`src/pes_pkg.sv`:
```
// pes header parser package: phase codes, tags, error codes, field decode helpers
// no dependencies
package pes_pkg;

    localparam int TagW = 4;
    localparam int ValW = 33;
    localparam int ErrW = 4;

    typedef enum logic [4:0] {
        PH_WAIT     = 5'd0,
        PH_PREFIX   = 5'd1,
        PH_HDR      = 5'd2,
        PH_PTS      = 5'd3,
        PH_DTS      = 5'd4,
        PH_ESCR     = 5'd5,
        PH_RATE     = 5'd6,
        PH_TRICK    = 5'd7,
        PH_COPY     = 5'd8,
        PH_CRC      = 5'd9,
        PH_EXT      = 5'd10,
        PH_PRIV     = 5'd11,
        PH_PACKLEN  = 5'd12,
        PH_PACKDATA = 5'd13,
        PH_SEQ      = 5'd14,
        PH_PSTD     = 5'd15,
        PH_EXT2     = 5'd16,
        PH_IDEXT    = 5'd17,
        PH_STUFF    = 5'd18
    } phase_t;

    typedef enum logic [3:0] {
        TAG_ID = 4'd0, TAG_LEN = 4'd1, TAG_SCR = 4'd2, TAG_FLAGS = 4'd3,
        TAG_PTS = 4'd4, TAG_DTS = 4'd5, TAG_ESCR = 4'd6, TAG_RATE = 4'd7,
        TAG_TRICK = 4'd8, TAG_COPY = 4'd9, TAG_CRC = 4'd10, TAG_SEQ = 4'd11,
        TAG_PSTD = 4'd12, TAG_IDEXT = 4'd13, TAG_DONE = 4'd14, TAG_ERR = 4'd15
    } tag_t;

    typedef enum logic [3:0] {
        ERR_NONE = 4'd0, ERR_MORE = 4'd1, ERR_START = 4'd2, ERR_SCR = 4'd3,
        ERR_PTS = 4'd4, ERR_DTS = 4'd5, ERR_ESCR = 4'd6, ERR_RATE = 4'd7,
        ERR_COPY = 4'd8, ERR_SEQ = 4'd9, ERR_PSTD = 4'd10, ERR_EXT2 = 4'd11
    } err_t;

    typedef struct packed {
        logic [TagW-1:0] tag;
        logic [ValW-1:0] value;
        logic [ErrW-1:0] err;
        logic            last;
    } result_t;

    localparam int MaxRes = 3;

    // flag mask selecting a phase
    function automatic logic [7:0] sel_mask(input logic [4:0] p);
        logic [7:0] m;
        case (p)
            PH_PTS: m = 8'h80;     PH_DTS: m = 8'h40;    PH_ESCR: m = 8'h20;
            PH_RATE: m = 8'h10;    PH_TRICK: m = 8'h08;  PH_COPY: m = 8'h04;
            PH_CRC: m = 8'h02;     PH_EXT: m = 8'h01;    PH_PRIV: m = 8'h80;
            PH_PACKLEN: m = 8'h40; PH_SEQ: m = 8'h20;    PH_PSTD: m = 8'h10;
            PH_EXT2: m = 8'h01;
            default: m = 8'h00;
        endcase
        return m;
    endfunction

    // byte count of a phase
    function automatic logic [7:0] sel_len(input logic [4:0] p);
        logic [7:0] l;
        case (p)
            PH_PTS, PH_DTS, PH_ESCR: l = 8'd5;
            PH_RATE: l = 8'd3;
            PH_CRC, PH_SEQ, PH_PSTD: l = 8'd2;
            PH_PRIV: l = 8'd16;
            PH_TRICK, PH_COPY, PH_EXT, PH_PACKLEN, PH_EXT2: l = 8'd1;
            default: l = 8'd0;
        endcase
        return l;
    endfunction

    function automatic logic [32:0] timestamp(input logic [39:0] a);
        return {a[35:33], a[31:24], a[23:17], a[15:8], a[7:1]};
    endfunction

    function automatic logic headerless(input logic [7:0] id);
        return (id == 8'hbc) || (id == 8'hbe) || (id == 8'hbf) || (id == 8'hf0)
            || (id == 8'hf1) || (id == 8'hf2) || (id == 8'hff) || (id == 8'hf8);
    endfunction

endpackage

```
`src/pes_header_parser.sv`:
```
// pes header parser top level: input register, parse core, result queue
// depends on pes_pkg, pes_core, pes_outq
//
// a byte accepted into the input register is parsed and its results are written into the result queue
// throughput: one byte per cycle while the result queue has room
// (up to three results per byte leave at one per cycle while out_ready is high)
// reset: asynchronous active low; parser waits for a start byte, queue empty
module pes_header_parser
    import pes_pkg::*;
(
    input  logic        clk,
    input  logic        rst_n,
    input  logic        in_valid,
    output logic        in_ready,
    input  logic [7:0]  byte_in,
    input  logic        start_req,
    input  logic        end_of_data,
    output logic        out_valid,
    input  logic        out_ready,
    output logic [3:0]  field_tag,
    output logic [32:0] field_value,
    output logic [3:0]  error_kind,
    output logic        last
);

    logic       v_reg;
    logic [7:0] byte_reg;
    logic       start_reg, eod_reg;
    logic       space;
    result_t [MaxRes-1:0] res;
    logic [1:0] res_cnt;
    result_t    q_res;

    // input stage advances when it is empty or the queue has room for its results
    assign in_ready = !v_reg || space;

    always_ff @(posedge clk or negedge rst_n)
    begin
        if (!rst_n)
            v_reg <= 1'b0;
        else if (in_ready)
            v_reg <= in_valid;
    end

    always_ff @(posedge clk)
    begin
        if (in_ready && in_valid)
        begin
            byte_reg  <= byte_in;
            start_reg <= start_req;
            eod_reg   <= end_of_data;
        end
    end

    pes_core u_core (
        .clk     (clk),
        .rst_n   (rst_n),
        .step    (v_reg && space),
        .byte_d  (byte_reg),
        .start_d (start_reg),
        .eod_d   (eod_reg),
        .res     (res),
        .res_cnt (res_cnt)
    );

    pes_outq u_outq (
        .clk       (clk),
        .rst_n     (rst_n),
        .push      (v_reg && space),
        .push_res  (res),
        .push_cnt  (res_cnt),
        .space     (space),
        .out_valid (out_valid),
        .out_ready (out_ready),
        .out_res   (q_res)
    );

    assign field_tag   = q_res.tag;
    assign field_value = q_res.value;
    assign error_kind  = q_res.err;
    assign last        = q_res.last;

endmodule

```
`src/pes_core.sv`:
```
// pes header parser core: parse state and result generation for one registered byte
// depends on pes_pkg
module pes_core
    import pes_pkg::*;
(
    input  logic             clk,
    input  logic             rst_n,
    input  logic             step,
    input  logic [7:0]       byte_d,
    input  logic             start_d,
    input  logic             eod_d,
    output result_t [MaxRes-1:0] res,
    output logic [1:0]       res_cnt
);

    logic [15:0] pos_reg, pos_next;
    logic [4:0]  ph_reg, ph_next;
    logic [7:0]  hflags_reg, hflags_next;
    logic [7:0]  xflags_reg, xflags_next;
    logic [39:0] acc_reg, acc_next;
    logic [8:0]  hlen_reg, hlen_next;
    logic [7:0]  sid_reg, sid_next;
    logic [7:0]  skip_reg, skip_next;
    logic        fin_reg, fin_next;

    // state registers
    always_ff @(posedge clk or negedge rst_n)
    begin
        if (!rst_n)
        begin
            pos_reg <= '0; ph_reg <= PH_WAIT; hflags_reg <= '0; xflags_reg <= '0;
            acc_reg <= '0; hlen_reg <= '0; sid_reg <= '0; skip_reg <= '0;
            fin_reg <= 1'b1;
        end
        else if (step)
        begin
            pos_reg <= pos_next; ph_reg <= ph_next; hflags_reg <= hflags_next;
            xflags_reg <= xflags_next; acc_reg <= acc_next; hlen_reg <= hlen_next;
            sid_reg <= sid_next; skip_reg <= skip_next; fin_reg <= fin_next;
        end
    end

    // next phase after a given one, using current flag sets
    function automatic logic [4:0] next_phase(input logic [4:0] from,
                                               input logic [7:0] hf,
                                               input logic [7:0] xf);
        logic [4:0] r;
        r = PH_STUFF;
        // scan downward so the lowest flagged phase wins
        for (int p = int'(PH_EXT2); p >= int'(PH_PTS); p--)
        begin
            if (p > int'(from) && p != int'(PH_PACKDATA)
                && (((p <= int'(PH_EXT)) ? hf : xf) & sel_mask(5'(p))) != 0)
                r = 5'(p);
        end
        return r;
    endfunction

    // per-byte parse
    always_comb
    begin
        logic [15:0] idx;
        logic [39:0] a;
        logic [7:0]  b, b0, f, sk;
        logic [2:0]  tm;
        logic [32:0] v;
        logic [15:0] len;
        logic [23:0] r24;
        logic        adv;
        logic [4:0]  adv_from;
        logic [4:0]  np;
        int          n;

        pos_next = pos_reg; ph_next = ph_reg; hflags_next = hflags_reg;
        xflags_next = xflags_reg; acc_next = acc_reg; hlen_next = hlen_reg;
        sid_next = sid_reg; skip_next = skip_reg; fin_next = fin_reg;
        res = '0;
        n = 0;
        idx = '0; a = '0; b = byte_d; b0 = '0; f = '0; sk = '0; tm = '0; v = '0;
        len = '0; r24 = '0; adv = 1'b0; adv_from = '0; np = '0;

        if (start_d)
        begin
            pos_next = '0; ph_next = PH_PREFIX; hflags_next = '0; xflags_next = '0;
            acc_next = '0; hlen_next = '0; sid_next = '0; skip_next = '0;
            fin_next = 1'b0;
        end

        if (!fin_next)
        begin
            idx = pos_next;
            if (pos_next != 16'hffff)
                pos_next = pos_next + 16'd1;
            case (ph_next)
                PH_PREFIX:
                begin
                    if (idx == 16'd3)
                        sid_next = b;
                    else
                        acc_next = {acc_next[31:0], b};
                    if (idx >= 16'd5)
                    begin
                        a = acc_next;
                        len = a[15:0];
                        if (a[39:16] != 24'h000001)
                        begin
                            res[n] = '{TAG_ERR, '0, ERR_START, 1'b1}; n++;
                            fin_next = 1'b1; ph_next = PH_WAIT;
                        end
                        else
                        begin
                            res[n] = '{TAG_ID, 33'(sid_next), ERR_NONE, 1'b0}; n++;
                            res[n] = '{TAG_LEN, (len != 0) ? 33'(len) + 33'd6 : '0,
                                       ERR_NONE, 1'b0}; n++;
                            if (headerless(sid_next))
                            begin
                                res[n] = '{TAG_DONE, 33'd6, ERR_NONE, 1'b1}; n++;
                                fin_next = 1'b1; ph_next = PH_WAIT;
                            end
                            else
                            begin
                                ph_next = PH_HDR; acc_next = '0;
                            end
                        end
                    end
                end
                PH_HDR:
                begin
                    if (idx == 16'd6)
                        acc_next = 40'(b);
                    else if (idx == 16'd7)
                        hflags_next = b;
                    else
                    begin
                        f = acc_next[7:0];
                        if (f[7:6] != 2'b10)
                        begin
                            res[n] = '{TAG_ERR, '0, ERR_SCR, 1'b1}; n++;
                            fin_next = 1'b1; ph_next = PH_WAIT;
                        end
                        else
                        begin
                            res[n] = '{TAG_SCR, 33'(f[5:4]), ERR_NONE, 1'b0}; n++;
                            res[n] = '{TAG_FLAGS, 33'(f[3:0]), ERR_NONE, 1'b0}; n++;
                            hlen_next = 9'(b) + 9'd9;
                            adv = 1'b1; adv_from = PH_HDR;
                        end
                    end
                end
                PH_PACKDATA:
                begin
                    sk = skip_next;
                    if (sk != 0)
                        sk = sk - 8'd1;
                    skip_next = sk;
                    if (sk == 0)
                    begin
                        adv = 1'b1; adv_from = PH_PACKDATA;
                    end
                end
                PH_IDEXT:
                begin
                    if (acc_next == 0)
                    begin
                        acc_next = 40'd1;
                        if (!b[7])
                        begin
                            res[n] = '{TAG_IDEXT, 33'(b), ERR_NONE, 1'b0}; n++;
                        end
                    end
                    sk = skip_next;
                    if (sk != 0)
                        sk = sk - 8'd1;
                    skip_next = sk;
                    if (sk == 0)
                        ph_next = PH_STUFF;
                end
                PH_STUFF: ;
                PH_PTS, PH_DTS, PH_ESCR, PH_RATE, PH_TRICK, PH_COPY, PH_CRC, PH_EXT,
                PH_PRIV, PH_PACKLEN, PH_SEQ, PH_PSTD, PH_EXT2:
                begin
                    acc_next = {acc_next[31:0], b};
                    a = acc_next;
                    b0 = a[15:8];
                    sk = skip_next;
                    if (sk != 0)
                        sk = sk - 8'd1;
                    skip_next = sk;
                    if (sk == 0)
                    begin
                        adv = 1'b1; adv_from = ph_next;
                        case (ph_next)
                            PH_PTS, PH_DTS, PH_ESCR:
                            begin
                                if (!a[32] || !a[16] || !a[0])
                                begin
                                    res[n] = '{TAG_ERR, '0, 4'(ph_next + 5'd1), 1'b1}; n++;
                                    fin_next = 1'b1; ph_next = PH_WAIT; adv = 1'b0;
                                end
                                else
                                begin
                                    res[n] = '{4'(ph_next + 5'd1), timestamp(a), ERR_NONE,
                                               1'b0}; n++;
                                end
                            end
                            PH_RATE:
                            begin
                                r24 = a[23:0];
                                if (!r24[23] || !r24[0])
                                begin
                                    res[n] = '{TAG_ERR, '0, ERR_RATE, 1'b1}; n++;
                                    fin_next = 1'b1; ph_next = PH_WAIT; adv = 1'b0;
                                end
                                else
                                begin
                                    v = 33'(r24[22:1]) * 33'd50;
                                    res[n] = '{TAG_RATE, v, ERR_NONE, 1'b0}; n++;
                                end
                            end
                            PH_TRICK:
                            begin
                                tm = b[7:5];
                                v = 33'(tm);
                                if (tm == 3'd0 || tm == 3'd3)
                                    v = v | 33'({b[1:0], b[2], b[4:3], 3'b000});
                                else if (tm == 3'd2)
                                    v = v | 33'({b[4:3], 3'b000});
                                else if (tm == 3'd1 || tm == 3'd4)
                                    v = v | 33'({b[4:0], 8'h00});
                                res[n] = '{TAG_TRICK, v, ERR_NONE, 1'b0}; n++;
                            end
                            PH_COPY:
                            begin
                                if (!b[7])
                                begin
                                    res[n] = '{TAG_ERR, '0, ERR_COPY, 1'b1}; n++;
                                    fin_next = 1'b1; ph_next = PH_WAIT; adv = 1'b0;
                                end
                                else
                                begin
                                    res[n] = '{TAG_COPY, 33'(b[6:0]), ERR_NONE, 1'b0}; n++;
                                end
                            end
                            PH_CRC:
                            begin
                                res[n] = '{TAG_CRC, 33'(a[15:0]), ERR_NONE, 1'b0}; n++;
                            end
                            PH_EXT:
                                xflags_next = b;
                            PH_PACKLEN:
                            begin
                                if (b != 0)
                                begin
                                    ph_next = PH_PACKDATA; skip_next = b; adv = 1'b0;
                                end
                                else
                                    adv_from = PH_PACKDATA;
                            end
                            PH_SEQ:
                            begin
                                if (!b0[7] || !b[7])
                                begin
                                    res[n] = '{TAG_ERR, '0, ERR_SEQ, 1'b1}; n++;
                                    fin_next = 1'b1; ph_next = PH_WAIT; adv = 1'b0;
                                end
                                else
                                begin
                                    res[n] = '{TAG_SEQ, 33'({b0[6:0], b[6:0]}), ERR_NONE,
                                               1'b0}; n++;
                                end
                            end
                            PH_PSTD:
                            begin
                                if (b0[7:6] != 2'b01)
                                begin
                                    res[n] = '{TAG_ERR, '0, ERR_PSTD, 1'b1}; n++;
                                    fin_next = 1'b1; ph_next = PH_WAIT; adv = 1'b0;
                                end
                                else
                                begin
                                    v = b0[5] ? {10'd0, a[12:0], 10'd0}
                                              : {13'd0, a[12:0], 7'd0};
                                    res[n] = '{TAG_PSTD, v, ERR_NONE, 1'b0}; n++;
                                end
                            end
                            PH_EXT2:
                            begin
                                adv = 1'b0;
                                if (!b[7])
                                begin
                                    res[n] = '{TAG_ERR, '0, ERR_EXT2, 1'b1}; n++;
                                    fin_next = 1'b1; ph_next = PH_WAIT;
                                end
                                else if (b[6:0] == 0)
                                    ph_next = PH_STUFF;
                                else
                                begin
                                    ph_next = PH_IDEXT; skip_next = {1'b0, b[6:0]};
                                    acc_next = '0;
                                end
                            end
                            default: ;
                        endcase
                    end
                end
                default:
                    ph_next = PH_STUFF;
            endcase

            // move to the next flagged field
            if (adv)
            begin
                np = next_phase(adv_from, hflags_next, xflags_next);
                ph_next = np;
                if (np != PH_STUFF)
                begin
                    skip_next = sel_len(np);
                    acc_next = '0;
                end
            end

            // header complete
            if (!fin_next && ph_next == PH_STUFF && pos_next >= 16'(hlen_next))
            begin
                res[n] = '{TAG_DONE, 33'(hlen_next), ERR_NONE, 1'b1}; n++;
                fin_next = 1'b1; ph_next = PH_WAIT;
            end
            // data ran out
            if (!fin_next && eod_d)
            begin
                res[n] = '{TAG_ERR, '0, ERR_MORE, 1'b1}; n++;
                fin_next = 1'b1; ph_next = PH_WAIT;
            end
        end
        res_cnt = 2'(n);
    end

endmodule

```
`src/pes_outq.sv`:
```
// pes header parser result queue: holds up to eight results
// depends on pes_pkg
module pes_outq
    import pes_pkg::*;
(
    input  logic                 clk,
    input  logic                 rst_n,
    input  logic                 push,
    input  result_t [MaxRes-1:0] push_res,
    input  logic [1:0]           push_cnt,
    output logic                 space,
    output logic                 out_valid,
    input  logic                 out_ready,
    output result_t              out_res
);

    localparam int Depth = 8;
    result_t     mem_reg [Depth];
    logic [2:0]  rd_reg, rd_next, wr_reg, wr_next;
    logic [3:0]  cnt_reg, cnt_next;
    logic        pop;

    assign out_valid = (cnt_reg != 0);
    assign out_res   = mem_reg[rd_reg];
    assign pop       = out_valid && out_ready;
    // room for the worst case of one more transaction
    assign space     = (cnt_reg <= 4'(Depth - MaxRes));

    always_comb
    begin
        rd_next  = rd_reg + 3'(pop);
        wr_next  = wr_reg + (push ? 3'(push_cnt) : 3'd0);
        cnt_next = cnt_reg + (push ? 4'(push_cnt) : 4'd0) - 4'(pop);
    end

    // storage
    always_ff @(posedge clk)
    begin
        if (push)
        begin
            for (int i = 0; i < MaxRes; i++)
                if (2'(i) < push_cnt)
                    mem_reg[wr_reg + 3'(i)] <= push_res[i];
        end
    end

    always_ff @(posedge clk or negedge rst_n)
    begin
        if (!rst_n)
        begin
            rd_reg <= '0; wr_reg <= '0; cnt_reg <= '0;
        end
        else
        begin
            rd_reg <= rd_next; wr_reg <= wr_next; cnt_reg <= cnt_next;
        end
    end

endmodule
```
`config.mk`:
```
export PLATFORM = sky130hd
export DESIGN_NAME = pes_header_parser
export DESIGN_NICKNAME = d
export VERILOG_FILES = /design/src/pes_pkg.sv /design/src/pes_header_parser.sv /design/src/pes_core.sv /design/src/pes_outq.sv
export SDC_FILE = /design/constraint.sdc
export NUM_CORES = 1
export LEC_CHECK = 0
export ABC_CLOCK_PERIOD_IN_PS = 11780
export BUFFER_PORTS_ARGS = -buffer_cell sky130_fd_sc_hd__buf_2
export CORE_ASPECT_RATIO = 1.2
export CORE_UTILIZATION = 58
export DETAILED_ROUTE_END_ITERATION = 12
export PLACE_DENSITY = 0.76
export SLEW_MARGIN = 10
export SYNTH_ARGS = -nofsm -noshare
export SYNTH_HDL_FRONTEND = slang
export SYNTH_SLANG_ARGS = --single-unit
```
`constraint.sdc`:
```
create_clock -name clk -period 11.78 [get_ports clk]
set_input_delay 2.945 -clock clk [delete_from_list [all_inputs] [get_ports clk]]
set_output_delay 2.945 -clock clk [all_outputs]
set_load 0.005 [all_outputs]
```
* After elaboration in Yosys (flattened, before gate mapping) *
Memory sizes are Yosys's and may differ from the RTL's.
Cells that the tools add are included.

storage, ports and cells
  memory bits (writable) = 336
  flip-flop bits (word level) = 124
  bits in read-only memories = 128
  output and inout bits = 44
  bits of input ports = 14
  memories kept = 2

cells by class
  bitwise operators = 19
  equal/unequal tests = 39
  $mul = 1
  $lt $le $gt $ge = 23
  reductions and logical operators = 72
  multiplexer cells = 226
  add/sub/neg operators = 13

memory list
  memory            words  width  rd ports  clocked after Yosys merged registers in  wr ports  line            text
  u_outq.mem_reg    8      42     1         0                                        3         pes_outq.sv:18  result_t mem_reg [Depth];
  (name not given)  32     4      1         0                                        0         pes_pkg.sv:70   case (p)

operators by type and width
  kind                   number
  $mux W40               18
  $mux W126              5
  $mux W42               15
  $reduce_bool A32 Y1    13
  $mux W8                49
  $pmux W42 S8           1
  $mux W32               9
  $mux W5                39
  $demux W42 S2          2
  $mux W84               2
  $pmux W42 S4           1
  $pmux W40 S4           1
  $mux W33               4
  $pmux W32 S4           1
  $bwmux W126            1
  $and A108 B108 Y108    1
  $not A108 Y108         1
  $and A8 B8 Y8          13
  $pmux W42 S2           1
  $mux W41               2
  $mux W82               1
  $eq A8 B8 Y1 const B   8
  $ge A32 B1 Y1 const B  2
  $lt A32 B4 Y1 const B  2
  other kinds (71)       201

* Logic depth before layout (Yosys ltp) *
  word-level depth = 44
  gate-level depth with buffers = 43

* Hierarchy *
Synthesis repeated with hierarchy kept, for this count alone.

unflattened totals
  cells, all modules = 4114
  area total of the unflattened synthesis = 36229.7 µm²

modules (own cells, without submodules)
  module             cells an instance  instances  area an instance (µm²)
  pes_outq           2277               1          22093.7
  pes_core           1822               1          13775.7
  pes_header_parser  15                 1          360.3

* Least setup slack after synthesis *
Ideal clock, no wire load.

  path kind = reg2reg
  start point = register start_reg
  end point = memory u_outq.mem_reg[0][0] (netlist name) (enable)
  slack = 0.834 ns
  cell stages (with the launch flop) = 37
  clock period less this slack = 10.946 ns
  data arrival time = 10.441 ns
  required time = 11.275 ns
  buffers on the path = 11
  setup time = 0.505 ns
  cell sequence = edfxtp_1 -> buf_2 -> inv_1 -> buf_2 -> buf_1 -> clkbuf_1 -> clkbuf_1 -> clkbuf_1 -> clkbuf_1 -> nand2_1 -> inv_1 -> ha_1 -> clkbuf_1 -> nor2_1 -> o211ai_1 -> clkbuf_1 -> buf_1 -> nor2_1 -> a31oi_1 -> ha_1 -> nor2b_1 -> o21ai_0 -> a21o_1 -> a21oi_1 -> o21ai_0 -> a311oi_1 -> and3_1 -> buf_2 -> nand3_2 -> o21ai_0 -> ha_1 -> nor2_1 -> mux2i_1 -> a31oi_1 -> nor2_1 -> o21a_1 -> o31ai_1

RTL lines
  element                 line                     text
  start, declared         pes_header_parser.sv:28  logic start_reg, eod_reg;
  start signal, assigned  pes_header_parser.sv:50  start_reg <= start_req;
  end, declared           pes_outq.sv:18

==> impl_metrics.yaml <==
grt:
  gr-total-overflow: 0
  grt_util_met1_pct: 49.8
  grt_max_degree: 70
  antenna_found_initial: 1
  grt_pass1_vias: 26600
  grt_pass1_wl_um: 163000
  grt_busiest_layer: "met2"
  grtUsageMet2_pct: 65.1
  use_met3_pct: 7.38
  track_usage_pct: 40.6
yosys:
  synth_seq_cells: 457
  yosysWarnings: 0
  ys_async_sr_fraction_pct: 24.3
  synth.distinct_cells: 112
  ys_seq_area_share_pct: 42.7
  synth.area.top_cells: "edfxtp_1, dfrtp_1, mux4_2, ha_1, nor2_1"
  avgSynthCellArea_um2: 10.0
  yosysTopAreaCell: "edfxtp_1"
  netlist_instances: 3079
  synth_top_flop_cell: "edfxtp_1"
  synth_nets: 3239
  synth_top_area_share_pct: 33.7
  synth_edf_count: 346
  syn_area_mm2: 0.0309
timing:
  period_share_pct: 82.1
  maxSlewViolCount: 0
  finalSetupViolCount: 0
  fin_hold_ws_ns: 0.460
  tightest_slew_ns: 1.27
  fmax_ghz: 0.103
  setup-tns-final_ns: 0
  period_needed_ns: 9.67
  relSlewSlack_pct: 14.4
  rsz0062_at_grt: "no"
  finalHoldViolCount: 0
  skew_ns: 0.0344
layout:
  diodes: 0
  syn2layout_area_growth_pct: 8.19
  nNetsFinal: 3194
  fillers: 4256
  largest_reg_flops: 336
  drive_gt1_share_pct: 16.2
route:
  drc: 0
  drtAntennaViolNets: 0
  drt-pass1-iter-count: 6
  finalWirelength_um: 110000
  viasPerCell: 7.18
  wl_per_cell_um: 29.0
  drtIter0Drc: 4021
  vias: 27100
die:
  fp-row-count: 92
  core_mm2: 0.0525
  start_util_pct: 58.8
  die_w_um: 213
  die_y_um: 255
  ioPinCount: 58
  dieArea_mm2: 0.0541
clock_network:
  clk_latency_ns: 0.62
  cts_buffers: 48
  ctsResizeCount: 0
  cts_tree: "done"
  cts_hold_buf: 0
  cts.path.max_buffers: 3
  path_clk_slew_ns: 0.06
  h-tree-depth: 2
  cts_root_buffer: "clkbuf_16"
  post_cts_buffers: 0
  cts_sinks: 457
critical_path:
  worst-path-max-fanout: 44
  worstPathRequired_ns: 12.02
  crit_slowest_cell: "a21boi_0"
  arrival_ns: 9.91
  critPathKind: "reg2reg"
  cp-start-kind: "register"
  slowest_delay_ns: 0.68
  crit_path_end_kind: "register"
run_status:
  outcome: "finished, final reports clean"
placed_design:
  routabilityCongestion: 1.01
  dpl.hpwl_um: 75200
  portBuffers: 57
power_and_ir_drop:
  ir_drop_mv: 0.201
  cellPowerDensity_mw_per_mm2: 240
  p_leak_nw: 12.6
job:
  maxCapViolations: 0
hold_path:
  hp-class: "reg2reg"
-- path summary, 6_finish.rpt --
path	startpoint	to	slack, ns	cells past startpoint
max in group asynchronous	rst_n	u_core.acc_reg[21]	8.11	2
worst min-delay path	u_outq.rd_reg[2]	u_outq.rd_reg[2]	0.46	1
worst max register to register	start_reg	u_outq.mem_reg[3][5]	2.11	31
worst max-delay path	start_reg	u_outq.mem_reg[3][5]	2.11	31
worst min register to register	u_outq.rd_reg[2]	u_outq.rd_reg[2]	0.46	1
min in group asynchronous	rst_n	u_core.ph_reg[2]	2.41	1
-- cells in the final DEF (no fill, tap or decap), types with 56 or more instances in the layout --
cell,instances
edfxtp_1,346
nor2_1,328
nand2_1,274
a21oi_1,150
nor3_1,148
o21ai_0,137
inv_1,129
ha_1,127
dfrtp_1,107
mux4_2,84
buf_4,78
nand3_1,70
o221ai_1,63
a221oi_1,61
buf_2,57
mux2_2,56
-- final cells by class --
cell class	count	area, um^2	share of cell area (%)
clock inverter	31	297	0.888
multi-input combinational	2255	16400	49.0
timing repair buffer	136	876	2.62
inverter	136	510	1.53
tap	705	882	2.64
clock buffer	58	1280	3.83
sequential	457	13200	39.5
-- cells in the mapped netlist, drive strengths merged, types with 33 or more instances --
cell / n
mux4: 84
edfxtp: 346
a21oi: 152
a31o: 41
a31oi: 40
o22ai: 35
nand2: 274
nor2: 331
o221ai: 63
a221oi: 62
or2: 33
ha: 127
nor3: 151
clkbuf: 154
nand3: 74
dfrtp: 110
inv: 131
nand4: 37
buf: 77
o21ai: 165
mux2: 57
xnor2: 38
o31ai: 42
-- power by group --
part	internal [mW]	leakage, nW	total, mW	switching (mW)
Clock	0.852	0.775	1.54	0.692
Sequential	2.12	4.76	2.39	0.263
Combinational	1.49	7.02	4.08	2.59
Total	4.47	12.6	8.01	3.55
-- kinds of logic (layout without fill, tap and decap cells) --
| kind of cell | count (synthesis) | count (layout) | synth area share [%] |
|---|---|---|---|
| compound gates | 826 | 826 | 19.1 |
| mux | 156 | 156 | 8.70 |
| fa+ha+maj | 147 | 147 | 6.41 |
| simple gates | 1069 | 1069 | 16.7 |
| buf+inv | 367 | 361 | 4.83 |
| xor+xnor | 57 | 57 | 1.62 |
| flops | 457 | 457 | 42.7 |
-- metrics by stage --
stage | setup slack [ns] | cells | total power [mW] | area, um^2 | utilization, %
3_5_place_dp | 2.35 | 3687 | 6.37 | 31800 | 60.6
4_1_cts | 2.30 | 3776 | 7.91 | 33400 | 63.6
6_report | 2.11 | 3778 | 8.01 | 33400 | 63.6
2_1_floorplan | 0.834 | 3079 | 5.10 | 30900 | -
5_1_grt | 1.66 | 3778 | 8.39 | 33400 | 63.6
3_3_place_gp | 2.75 | 3687 | 6.28 | 31800 | 60.6
-- critical path: cells and delay by family, from the launching register on --
family                   cells  cell delay [ns]
AO/OA/AOI/OAI               13             3.79
buffers and inverters        6             1.99
AND/OR/NAND/NOR              8             1.85
adder cells (fa/ha/maj)      3             0.99
flip-flops                   1             0.37
multiplexers                 1             0.18
-- metal layers --
metal,routed length (um),vias to the layer above
met5,0,-
met1,38900,13100
met4,8660,0
met3,11000,462
met2,51000,1864
li1,-,11700
(Power assumes the default switching activity.)
